==> src/design/fqcs_pkg.sv <==
// shared types and codes of the fifo queue with content statistics
// no dependencies
`timescale 1ns / 1ps
`default_nettype none

package fqcs_pkg;

    // request codes
    localparam logic [1:0] OP_ENQ = 2'd0;
    localparam logic [1:0] OP_DEQ = 2'd1;
    localparam logic [1:0] OP_RPT = 2'd2;

    // status codes
    localparam logic [1:0] ST_DONE  = 2'd0;
    localparam logic [1:0] ST_FULL  = 2'd1;
    localparam logic [1:0] ST_EMPTY = 2'd2;

    // result field widths
    localparam int OUTV_W  = 32;
    localparam int FILL_W  = 4;
    localparam int LARGE_W = 31;
    localparam int TOTAL_W = 35;
    localparam int MEAN_W  = 40;
    localparam int CNT4_W  = 4;
    localparam int VALUE_W = 32;

    // request payload, op in the low bits
    typedef struct packed {
        logic signed [VALUE_W-1:0] value;
        logic [1:0]                op;
    } in_t;

    // result payload, status in the low bits
    typedef struct packed {
        logic [CNT4_W-1:0]         odd_count;
        logic [CNT4_W-1:0]         even_count;
        logic signed [MEAN_W-1:0]  mean_q8;
        logic signed [TOTAL_W-1:0] total;
        logic [LARGE_W-1:0]        smallest;
        logic [LARGE_W-1:0]        largest;
        logic                      is_empty;
        logic                      is_full;
        logic [FILL_W-1:0]         fill_count;
        logic signed [OUTV_W-1:0]  out_value;
        logic [1:0]                status;
    } res_t;

    localparam int IN_W        = $bits(in_t);
    localparam int RES_W       = $bits(res_t);
    localparam int IN_TDATA_W  = ((IN_W + 7) / 8) * 8;
    localparam int OUT_TDATA_W = ((RES_W + 7) / 8) * 8;

endpackage

`default_nettype wire

==> src/design/fqcs_ram.sv <==
// generic single-write, single-read ram with registered read data
// no dependencies
`timescale 1ns / 1ps
`default_nettype none

module fqcs_ram #(
    parameter int WIDTH = 32,
    parameter int DEPTH = 8
) (
    input  wire logic                                 clk,
    input  wire logic                                 we,
    input  wire logic [(DEPTH > 1 ? $clog2(DEPTH) : 1)-1:0] waddr,
    input  wire logic [WIDTH-1:0]                     wdata,
    input  wire logic [(DEPTH > 1 ? $clog2(DEPTH) : 1)-1:0] raddr,
    output logic      [WIDTH-1:0]                     rdata
);

    logic [WIDTH-1:0] mem [DEPTH];

    always_ff @(posedge clk)
    begin
        if (we)
        begin
            mem[waddr] <= wdata;
        end
        rdata <= mem[raddr];
    end

endmodule

`default_nettype wire

==> src/design/fifo_queue_with_content_stats_top.sv <==
// top level of the fifo queue with content statistics
// depends on fqcs_pkg and fqcs_ram
`timescale 1ns / 1ps
`default_nettype none

// Bounded FIFO of signed words. Each request on the slave stream enqueues,
// dequeues or only reports; a full enqueue or an empty dequeue is refused
// with a status code and changes nothing. Every request gives one result on
// the master stream with the fill level, full/empty flags and statistics of
// the contents after the request: largest (max of zero and all entries),
// smallest positive entry, total, mean in signed Q.8 truncated toward zero,
// and even/odd counts. One request is handled at a time; the result
// becomes valid in the same cycle that the next request can be taken.
// A dequeue first reads the head word from the ram. When the contents are
// empty after the request the divider is skipped. The time per request is
// set by a walk over the held entries through the single ram read port,
// one entry a cycle, by a restoring divider that produces one quotient bit
// a cycle over the scaled total, and by any wait for the output register.
// The result sits in an output register, so a new request can be taken
// while the previous result waits to be read.

module fifo_queue_with_content_stats_top #(
    parameter int DEPTH     = 8,
    parameter int WORD_BITS = 32
) (
    input  wire logic                               clk,
    input  wire logic                               rst_n,
    // request stream
    input  wire logic                               s_tvalid,
    output logic                                    s_tready,
    // s_tdata from bit 0: op[1:0], value[31:0], zero pad
    input  wire logic [fqcs_pkg::IN_TDATA_W-1:0]    s_tdata,
    // result stream
    output logic                                    m_tvalid,
    input  wire logic                               m_tready,
    // m_tdata from bit 0: status[1:0], out_value[31:0], fill_count[3:0],
    // is_full, is_empty, largest[30:0], smallest[30:0], total[34:0],
    // mean_q8[39:0], even_count[3:0], odd_count[3:0], zero pad
    output logic [fqcs_pkg::OUT_TDATA_W-1:0]        m_tdata
);

    import fqcs_pkg::*;

    // sizes derived from the parameters
    localparam int ADDR_W     = (DEPTH > 1) ? $clog2(DEPTH) : 1;
    localparam int CNT_W      = $clog2(DEPTH + 1);
    localparam int SUM_W      = WORD_BITS + CNT_W;   // sum of all entries
    localparam int DIV_W      = SUM_W + 8;           // |total| scaled by 256
    localparam int DIV_CNT_W  = $clog2(DIV_W + 1);

    // sequencer states
    localparam logic [2:0] S_IDLE = 3'd0;
    localparam logic [2:0] S_DEQ  = 3'd1;   // head word arrives from ram
    localparam logic [2:0] S_WALK = 3'd2;   // one entry per cycle into stats
    localparam logic [2:0] S_DIV  = 3'd3;   // one quotient bit per cycle
    localparam logic [2:0] S_OUT  = 3'd4;   // hand result to output register

    // circular pointer add with wrap at DEPTH
    function automatic logic [ADDR_W-1:0] wrap_add(input logic [ADDR_W-1:0] a,
                                                    input logic [ADDR_W-1:0] b);
        logic [ADDR_W:0] s;
        s = {1'b0, a} + {1'b0, b};
        if (s >= (ADDR_W + 1)'(DEPTH))
        begin
            s = s - (ADDR_W + 1)'(DEPTH);
        end
        return s[ADDR_W-1:0];
    endfunction

    in_t in_item;
    assign in_item = in_t'(s_tdata[IN_W-1:0]);

    // control state
    logic [2:0]          state_reg, state_next;
    logic [CNT_W-1:0]    held_reg, held_next;
    logic [ADDR_W-1:0]   head_reg, head_next;
    logic [CNT_W-1:0]    rd_idx_reg, rd_idx_next;
    logic                pend_reg, pend_next;
    logic [DIV_CNT_W-1:0] div_cnt_reg, div_cnt_next;
    logic                m_tvalid_reg, m_tvalid_next;

    // working payload
    logic [1:0]                  status_reg, status_next;
    logic signed [OUTV_W-1:0]    out_value_reg, out_value_next;
    logic signed [WORD_BITS-1:0] big_reg, big_next;
    logic signed [WORD_BITS-1:0] small_reg, small_next;
    logic                        pos_seen_reg, pos_seen_next;
    logic signed [SUM_W-1:0]     sum_reg, sum_next;
    logic [CNT_W-1:0]            evens_reg, evens_next;
    logic [CNT_W-1:0]            odds_reg, odds_next;
    logic                        neg_reg, neg_next;
    logic [DIV_W-1:0]            dq_reg, dq_next;     // dividend out, quotient in
    logic [CNT_W-1:0]            rem_reg, rem_next;
    res_t                        res_reg, res_next;

    // ram port
    logic                  ram_we;
    logic [ADDR_W-1:0]     ram_waddr;
    logic [ADDR_W-1:0]     ram_raddr;
    logic [WORD_BITS-1:0]  ram_rdata;

    fqcs_ram #(
        .WIDTH (WORD_BITS),
        .DEPTH (DEPTH)
    ) u_ram (
        .clk   (clk),
        .we    (ram_we),
        .waddr (ram_waddr),
        .wdata (in_item.value[WORD_BITS-1:0]),
        .raddr (ram_raddr),
        .rdata (ram_rdata)
    );

    // helpers
    logic                        s_acc;
    logic                        is_full_now;
    logic signed [WORD_BITS-1:0] entry;
    logic                        entry_pos;
    logic [SUM_W-1:0]            sum_mag;
    logic [CNT_W:0]              rem_sh;
    logic [CNT_W:0]              rem_diff;
    logic                        rem_ge;
    logic signed [DIV_W:0]       mean_full;

    assign s_acc       = s_tvalid && s_tready;
    assign is_full_now = (held_reg == CNT_W'(DEPTH));
    assign entry       = signed'(ram_rdata);
    assign entry_pos   = !entry[WORD_BITS-1] && (entry != '0);
    assign sum_mag     = sum_reg[SUM_W-1] ? SUM_W'(-sum_reg) : SUM_W'(sum_reg);
    assign rem_sh      = {rem_reg, dq_reg[DIV_W-1]};
    assign rem_diff    = rem_sh - {1'b0, held_reg};
    assign rem_ge      = (rem_sh >= {1'b0, held_reg});
    assign mean_full   = neg_reg ? -signed'({1'b0, dq_reg}) : signed'({1'b0, dq_reg});

    always_comb
    begin
        state_next     = state_reg;
        held_next      = held_reg;
        head_next      = head_reg;
        rd_idx_next    = rd_idx_reg;
        pend_next      = pend_reg;
        div_cnt_next   = div_cnt_reg;
        status_next    = status_reg;
        out_value_next = out_value_reg;
        big_next       = big_reg;
        small_next     = small_reg;
        pos_seen_next  = pos_seen_reg;
        sum_next       = sum_reg;
        evens_next     = evens_reg;
        odds_next      = odds_reg;
        neg_next       = neg_reg;
        dq_next        = dq_reg;
        rem_next       = rem_reg;
        res_next       = res_reg;
        m_tvalid_next  = m_tvalid_reg && !m_tready;
        ram_we         = 1'b0;
        ram_waddr      = wrap_add(head_reg, held_reg[ADDR_W-1:0]);
        ram_raddr      = wrap_add(head_reg, rd_idx_reg[ADDR_W-1:0]);

        case (state_reg)
            S_IDLE:
            begin
                if (s_acc)
                begin
                    // fresh statistics for this request
                    status_next    = ST_DONE;
                    out_value_next = '0;
                    big_next       = '0;
                    small_next     = '0;
                    pos_seen_next  = 1'b0;
                    sum_next       = '0;
                    evens_next     = '0;
                    odds_next      = '0;
                    neg_next       = 1'b0;
                    dq_next        = '0;
                    rd_idx_next    = '0;
                    pend_next      = 1'b0;
                    state_next     = S_WALK;
                    if (in_item.op == OP_ENQ)
                    begin
                        if (is_full_now)
                        begin
                            status_next = ST_FULL;
                        end
                        else
                        begin
                            ram_we    = 1'b1;
                            held_next = held_reg + 1'b1;
                        end
                    end
                    else if (in_item.op == OP_DEQ)
                    begin
                        if (held_reg == '0)
                        begin
                            status_next = ST_EMPTY;
                        end
                        else
                        begin
                            ram_raddr  = head_reg;
                            state_next = S_DEQ;
                        end
                    end
                end
            end

            S_DEQ:
            begin
                out_value_next = OUTV_W'(entry);
                head_next      = wrap_add(head_reg, ADDR_W'(1));
                held_next      = held_reg - 1'b1;
                state_next     = S_WALK;
            end

            S_WALK:
            begin
                if (pend_reg)
                begin
                    if (entry > big_reg)
                    begin
                        big_next = entry;
                    end
                    if (entry_pos && (!pos_seen_reg || entry < small_reg))
                    begin
                        small_next    = entry;
                        pos_seen_next = 1'b1;
                    end
                    sum_next = sum_reg + SUM_W'(entry);
                    if (entry[0])
                    begin
                        odds_next = odds_reg + 1'b1;
                    end
                    else
                    begin
                        evens_next = evens_reg + 1'b1;
                    end
                end
                if (rd_idx_reg < held_reg)
                begin
                    rd_idx_next = rd_idx_reg + 1'b1;
                    pend_next   = 1'b1;
                end
                else
                begin
                    pend_next = 1'b0;
                end
                if (!pend_reg && (rd_idx_reg == held_reg))
                begin
                    if (held_reg == '0)
                    begin
                        state_next = S_OUT;
                    end
                    else
                    begin
                        neg_next     = sum_reg[SUM_W-1];
                        dq_next      = {sum_mag, 8'd0};
                        rem_next     = '0;
                        div_cnt_next = '0;
                        state_next   = S_DIV;
                    end
                end
            end

            S_DIV:
            begin
                rem_next     = rem_ge ? rem_diff[CNT_W-1:0] : rem_sh[CNT_W-1:0];
                dq_next      = {dq_reg[DIV_W-2:0], rem_ge};
                div_cnt_next = div_cnt_reg + 1'b1;
                if (div_cnt_reg == DIV_CNT_W'(DIV_W - 1))
                begin
                    state_next = S_OUT;
                end
            end

            S_OUT:
            begin
                if (!m_tvalid_reg || m_tready)
                begin
                    res_next.status     = status_reg;
                    res_next.out_value  = out_value_reg;
                    res_next.fill_count = FILL_W'(held_reg);
                    res_next.is_full    = is_full_now;
                    res_next.is_empty   = (held_reg == '0);
                    res_next.largest    = LARGE_W'(big_reg[WORD_BITS-2:0]);
                    res_next.smallest   = pos_seen_reg ? LARGE_W'(small_reg[WORD_BITS-2:0])
                                                       : '0;
                    res_next.total      = TOTAL_W'(sum_reg);
                    res_next.mean_q8    = MEAN_W'(mean_full);
                    res_next.even_count = CNT4_W'(evens_reg);
                    res_next.odd_count  = CNT4_W'(odds_reg);
                    m_tvalid_next       = 1'b1;
                    state_next          = S_IDLE;
                end
            end

            default:
            begin
                state_next = S_IDLE;
            end
        endcase
    end

    // control registers
    always_ff @(posedge clk or negedge rst_n)
    begin
        if (!rst_n)
        begin
            state_reg    <= S_IDLE;
            held_reg     <= '0;
            head_reg     <= '0;
            rd_idx_reg   <= '0;
            pend_reg     <= 1'b0;
            div_cnt_reg  <= '0;
            m_tvalid_reg <= 1'b0;
        end
        else
        begin
            state_reg    <= state_next;
            held_reg     <= held_next;
            head_reg     <= head_next;
            rd_idx_reg   <= rd_idx_next;
            pend_reg     <= pend_next;
            div_cnt_reg  <= div_cnt_next;
            m_tvalid_reg <= m_tvalid_next;
        end
    end

    // payload registers
    always_ff @(posedge clk)
    begin
        status_reg    <= status_next;
        out_value_reg <= out_value_next;
        big_reg       <= big_next;
        small_reg     <= small_next;
        pos_seen_reg  <= pos_seen_next;
        sum_reg       <= sum_next;
        evens_reg     <= evens_next;
        odds_reg      <= odds_next;
        neg_reg       <= neg_next;
        dq_reg        <= dq_next;
        rem_reg       <= rem_next;
        res_reg       <= res_next;
    end

    assign s_tready = (state_reg == S_IDLE);
    assign m_tvalid = m_tvalid_reg;
    assign m_tdata  = OUT_TDATA_W'(res_reg);

endmodule

`default_nettype wire

==> config.mk <==
export PLATFORM = sky130hd
export DESIGN_NAME = fifo_queue_with_content_stats_top
export DESIGN_NICKNAME = d
export VERILOG_FILES = /design/src/design/fqcs_pkg.sv /design/src/design/fqcs_ram.sv /design/src/design/fifo_queue_with_content_stats_top.sv
export SDC_FILE = /design/constraint.sdc
export NUM_CORES = 1
export LEC_CHECK = 0
export BUFFER_PORTS_ARGS = -buffer_cell sky130_fd_sc_hd__buf_2
export CORE_MARGIN = 2
export CORE_UTILIZATION = 49
export CTS_BUF_LIST = sky130_fd_sc_hd__clkbuf_16
export DETAILED_ROUTE_END_ITERATION = 8
export GPL_ROUTABILITY_DRIVEN = 0
export PLACE_DENSITY = 0.69
export SYNTH_ARGS = -nofsm -noshare
export SYNTH_HDL_FRONTEND = slang
export SYNTH_SLANG_ARGS = --single-unit
==> constraint.sdc <==
create_clock -name clk -period 12.5 [get_ports clk]
set_input_delay 0.625 -clock clk [delete_from_list [all_inputs] [get_ports clk]]
set_output_delay 0.625 -clock clk [all_outputs]
set_load 0.005 [all_outputs]
### Word level (Yosys, flattened, before mapping)

Memory sizes are Yosys's and may differ from the RTL's. A register that Yosys moved wholly into a read port is not among the register bits.
Cells that the tools add are included.

| storage, ports and cells | value |
|---|---|
| bits in registers | 399 |
| memories | 1 |
| input bits | 44 |
| logic and storage cells | 184 |
| output and inout bits | 194 |
| bits in writable memories | 256 |

| cells by class | value |
|---|---|
| multiplexer cells | 75 |
| equality and inequality tests | 21 |
| add/sub/neg operators | 16 |
| reductions and logical operators | 35 |
| order comparisons | 7 |

Memory list:

| name | depth | width | read ports | clocked after Yosys merged registers in | wr ports | RTL line | source |
|---|---|---|---|---|---|---|---|
| u_ram.mem | 8 | 32 | 1 | 1 | 1 | fqcs_ram.sv:18 | `logic [WIDTH-1:0] mem [DEPTH];` |

Operators with widths:

| operator | count |
|---|---|
| 32-bit one-hot mux with 2 select lines | 3 |
| 32-bit two-way mux | 5 |
| 44-bit two-way mux | 3 |
| 44-bit one-hot mux with 3 select lines | 1 |
| 36-bit two-way mux | 3 |
| 36-bit one-hot mux with 2 select lines | 1 |
| 4-bit two-way mux | 12 |
| 40-bit two-way mux | 1 |
| 40-bit negator | 1 |
| 4-bit one-hot mux with 2 select lines | 5 |
| 3-bit two-way mux | 13 |
| 36-bit by 32-bit adder with 36-bit output | 1 |
| 36-bit negator | 1 |
| 32-bit greater-than comparator | 1 |
| 32-bit less-than comparator | 1 |
| 4-bit AND reduction | 8 |
| 32-bit nonzero test | 1 |
| 2-bit != test, second input constant | 10 |
| 4-bit by 1-bit adder with 4-bit output, second input constant | 4 |
| 1-bit two-way mux | 15 |
| 3-bit one-hot mux with 5 select lines | 1 |
| 4-bit >= comparator, second input constant | 3 |
| 2-bit two-way mux | 6 |
| 6-bit two-way mux | 2 |
| 28 further kinds | 52 |

### Longest topological paths before layout

| depth | value |
|---|---|
| depth after elaboration | 8 |
| depth in mapped cells | 13 |
| gate-level depth less buffers | 12 |

### Modules after synthesis

Synthesis repeated with hierarchy kept, for this count alone.

| second synthesis, totals | value |
|---|---|
| cell total of the unflattened synthesis | 1972 |
| area total of the unflattened synthesis | 29851.1 um^2 |

By module, submodules not included:

| module | area an instance (um^2) | seq. area each (um^2) | cells each | instances |
|---|---|---|---|---|
| fifo_queue_with_content_stats_top | 19384.8 | 11871.4 | 1557 | 1 |
| fqcs_ram | 10466.3 | 8328.0 | 415 | 1 |

### Least setup slack after synthesis

No wires, ideal clock.

| path | value |
|---|---|
| path type | reg-to-reg |
| from | register state_reg[0] |
| to | register res_reg, in the netlist m_tdata[0], enable pin |
| path buffers | 2 |
| cell stages (with the launch flop) | 6 |
| library setup time | 0.732 ns |
| arrival time | 8.657 ns |
| setup slack | 3.111 ns |
| required time | 11.768 ns |
| clock period less this slack | 9.389 ns |
| path through | dfrtp_1 clkbuf_1 clkbuf_1 nor2_1 nand2_1 nor2_1 |

| between the ends | value |
|---|---|
| longest elaborated chain between the ends | 2 |

Ends and longest elaborated chain:

| what | RTL line | source |
|---|---|---|
| from (decl) | fifo_queue_with_content_stats_top.sv:74 | `logic [2:0] state_reg, state_next;` |
| from (signal assigned) | fifo_queue_with_content_stats_top.sv:317 | `state_reg <= state_next;` |
| 3-bit == test | fifo_queue_with_content_stats_top.sv:160 | `case (state_reg)` |
| 2-bit AND reduction (no source line) | -- |  |
| to (signal assigned) | fifo_queue_with_content_stats_top.sv:341 | `res_reg <= res_next;` |
| to (decl) | fifo_queue_with_content_stats_top.sv:94 | `res_t res_reg, res_next;` |

No other way between the ends.
A chain may end at the register's enable or synchronous reset.

### Final worst setup path

| path | value |
|---|---|
| from | register state_reg[1] |
| to | register u_ram.rdata[24] (read register of u_ram.mem) |

| between the ends | value |
|---|---|
| longest elaborated chain between the ends | 4 |

Ends and longest elaborated chain:

| what | RTL line | source |
|---|---|---|
| 3-bit zero test (*) | fifo_queue_with_content_stats_top.sv:160, fifo_queue_with_content_stats_top.sv:344 |  |
| 1-bit logical AND | fifo_queue_with_content_stats_top.sv:125 | `assign s_acc = s_tvalid && s_tready;` |
| 3-bit two-way mux | fifo_queue_with_content_stats_top.sv:163 | `if (s_acc)` |
| 3-bit two-way mux (*) | fifo_queue_with_content_stats_top.sv:160 |  |
| to (decl) | fqcs_ram.sv:15 | `output logic [WIDTH-1:0] rdata` |

Mark *: on every way between the ends. The rest lies on a longest branch, timed or not.

==> impl_metrics.yaml <==
grt:
  grt_overflow_total: 0
  grt_total_usage_pct: 22.09
  grt_max_degree: 93
  via_count_of_the_first_global_routing_pass: 19140
  antenna_found_initial: 9
  grt_first_pass_wirelength_um: 107300
floorplanning:
  core_um2: 60580
  die_w_um: 251.8
  effective_utilization_at_floorplan_pct: 49.68
  die_h_um: 251.8
  num_io_pins: 238
  floorplan.die_area_um2: 63430
  fp-row-count: 90
synth:
  gate_count_of_the_mapped_netlist: 2389
  synthDominantAreaCellType: "edfxtp_1"
  post_synth_main_area_contributors: "edfxtp_1 (63%), ha_1 (4.9%), nand2_1 (4.7%)"
  yosys.area.top_type_share_pct: 63.15
  synth.ff_latch_count: 687
  synthDistinctLibCells: 76
  synth-edff-count: 633
  mappedNetlistArea_um2: 30100
  seq_area_frac_synth_pct: 67.11
  syn_avg_cell_area_um2: 12.60
  yosys_warnings: 0
  synthFlopType: "edfxtp_1"
  postSynth.asyncResetShare_pct: 3.202
clocking:
  clkTransAtPathRegs_ns: 0.06
  clock_tree.buffer_depth: 3
  clock_tree_root: "clkbuf_16"
  tritoncts: "built"
  clock_insertion_delay_worst_skew_ns: 0.62
  cts_inserted_buffers: 71
  htreeDepth: 3
  clk_sinks: 687
  post_cts.resized_instances: 0
sta:
  finalHoldViolCount: 0
  finalSetupViolCount: 0
  final_critical_path_setup_slack_ns: 8.178
  tns_ns: 0
  achievable-frequency_ghz: 0.2314
  rsz0062_at_grt: "no"
  slew_violations: 0
  clock-skew-final_ns: 0.01843
  timing.max_slew.rel_slack_pct: 36.03
  final.period_utilization_pct: 34.58
  worst_slew_pin_slew_ns: 0.9595
  layout_min_cycle_time_ns: 4.322
drt:
  route.final.wire_length_um: 70360
  dr_total_vias: 19390
  final_antenna_net_count: 0
  firstDrtPassIters: 5
  post_drt_wl_per_cell_um: 20.28
  number_of_remaining_drc_errors: 0
  drt_iter0_drc: 1698
  detail_route.vias_per_cell: 5.589
setup_path:
  crit_required_ns: 12.95
  critical_path.n_buffers_inverters: 2
  crit_family: "simple AND/OR/NAND/NOR gates"
  timing.critical_path.slowest_cell_delay_ns: 0.72
  ff2ff_setup_slack_ns: 8.18
  critical_path_peak_fanout: 64
  critPathMostFrequentCell: "nand2_1"
  worstReg2RegEnd: "u_ram.rdata[24]"
  cp.arrival_ns: 4.78
  worstPathCellList: "nor3_2 > nand2_1 > clkinv_1 > nand2_1 > nor2_2 > mux2_2 > buf_4 > nand2_1 > nand3_1 > nand2_1 > o21ai_0"
  r2r_start: "state_reg[1]"
  timing.setup.critical_path_class: "reg -> reg"
  reg2regPathDepth: 11
  worstSetupStartpointType: "flip-flop"
  setup.worst_path.start: "state_reg[1]"
  critPathSlowestCell: "mux2_2"
  capturing_element_type_of_the_critical_path: "flip-flop"
power_and_ir_drop:
  power_switching_share_pct: 40.42
  switching_power_of_the_nets_w: 0.004138
  pwr-share-seq_pct: 38.5
  p_int_w: 0.006100
  powerDensity_nw_per_um2: 297.0
  clkPwrFrac_pct: 20.4
  comb_power_share_pct: 41.1
  power.ir.vdd_worst_mv: 0.2066
  cellLeakagePower_nw: 13.31
finish:
  design_area_um2: 34480
  finalNetCount: 2794
  largest_register_ffs: 256
  commonest_cells_after_routing_fill_and_taps_aside: "edfxtp_1 (633), nand2_1 (373), buf_2 (224)"
  final_core_utilization_pct: 56.91
  final_layout_size_suffix_gt1_share_pct: 14.80
  layout_commonest_cell: "edfxtp_1"
  area.growth.synth_to_final_pct: 14.54
status:
  outcome: "finished, final reports clean"
worst_hold_path:
  hold_depth: 1
  whs_endpoint: "u_ram.mem[5][25]"
  worst_hold_startpoint: "s_tdata[27]"
  min_path_type: "in -> reg"
job:
  cap_violations: 0
placement:
  dpl_worst_slack_ns: 8.308
  port-buffer-count: 224
  placedInstanceArea_um2: 32150
  dp_hpwl_um: 45950
[logic make-up after synthesis]
| group | count (synthesis) | synth area share (%) |
|---|---|---|
| buffers and inverters | 190 | 2.544 |
| and+or+nand+nor | 944 | 14.76 |
| muxes | 17 | 0.5736 |
| adders and majority gates | 122 | 5.196 |
| DFF | 687 | 67.11 |
| xor gates and xnor gates | 119 | 3.463 |
| other | 1 | 0.01246 |
| AOI/OAI and AO/OA | 309 | 6.344 |
[per-layer routing]
layer | track usage [%] | wire (um) | vias up | part of all wire [%]
met3 | 4.127 | 5094 | 150 | 7.2
met4 | 8.470 | 2193 | 14 | 3.1
met5 | 0 | 64 | - | 0.091
li1 | - | - | 9128 | -
met2 | 36.57 | 33890 | 679 | 48
met1 | 29.08 | 29110 | 9416 | 41
[worst max path at each step]
stage	slack, ns	cells past startpoint	end
2_1_floorplan	3.11	5	m_tdata[0]
3_3_place_gp	8.37	11	u_ram.rdata[24]
3_5_place_dp	8.31	11	u_ram.rdata[24]
4_1_cts	8.27	11	u_ram.rdata[24]
5_1_grt	7.86	11	u_ram.rdata[24]
6_report	8.18	11	u_ram.rdata[24]
[power by group through the flow]
| stage | registers [W] | clock network (W) | logic, W |
|---|---|---|---|
| final | 0.00394 | 0.00209 | 0.00421 |
| after global routing | 0.00400 | 0.00221 | 0.00475 |
| after CTS | 0.00394 | 0.00213 | 0.00421 |
| after detailed placement | 0.00398 | 0 | 0.00418 |
| after global placement | 0.00396 | 0 | 0.00402 |
| after floorplan | 0.00371 | 0 | 0.00313 |
[Yosys cell counts (all sizes together), types with 7 or more instances]
cell type / n
edfxtp: 633
nand2: 373
nand3: 183
nor2: 144
ha: 117
o21ai: 105
inv: 92
a21oi: 82
xnor2: 76
and2: 69
clkbuf: 61
xor2: 43
and3: 39
a21o: 36
buf: 36
dfxtp: 32
nand4: 26
nor3: 25
dfrtp: 22
nor2b: 19
o31ai: 19
nor4: 16
mux2i: 15
nand2b: 14
or3: 12
a211oi: 9
o41ai: 9
or4: 9
o21bai: 8
o211ai: 7
[metrics by stage]
stage                     instances  hold WS [ns]  total power (W)
final                          3469        0.2700          0.01024
after floorplan                2395        0.3294         0.006843
after global routing           3466        0.2585          0.01096
after global placement         3336        0.4037         0.007978
after CTS                      3465        0.2364          0.01028
after detailed placement       3336        0.4054         0.008162
[layout make-up]
cell class,instances,area [um^2]
clock buffers,73,1827
fillers,4848,26110
inverters,93,349.1
diodes,4,10.01
repair buffers,257,1371
flip-flops and latches,687,20200
clock inverters,55,481.7
multi-input cells,1518,9258
well taps,782,978.4
[repair_timing]
item,CTS,global route
setup buffers,0,0
endpoints found under the hold margin,22,0
hold buffers,1,0
Note: power is estimated with default switching activity, not from simulation.
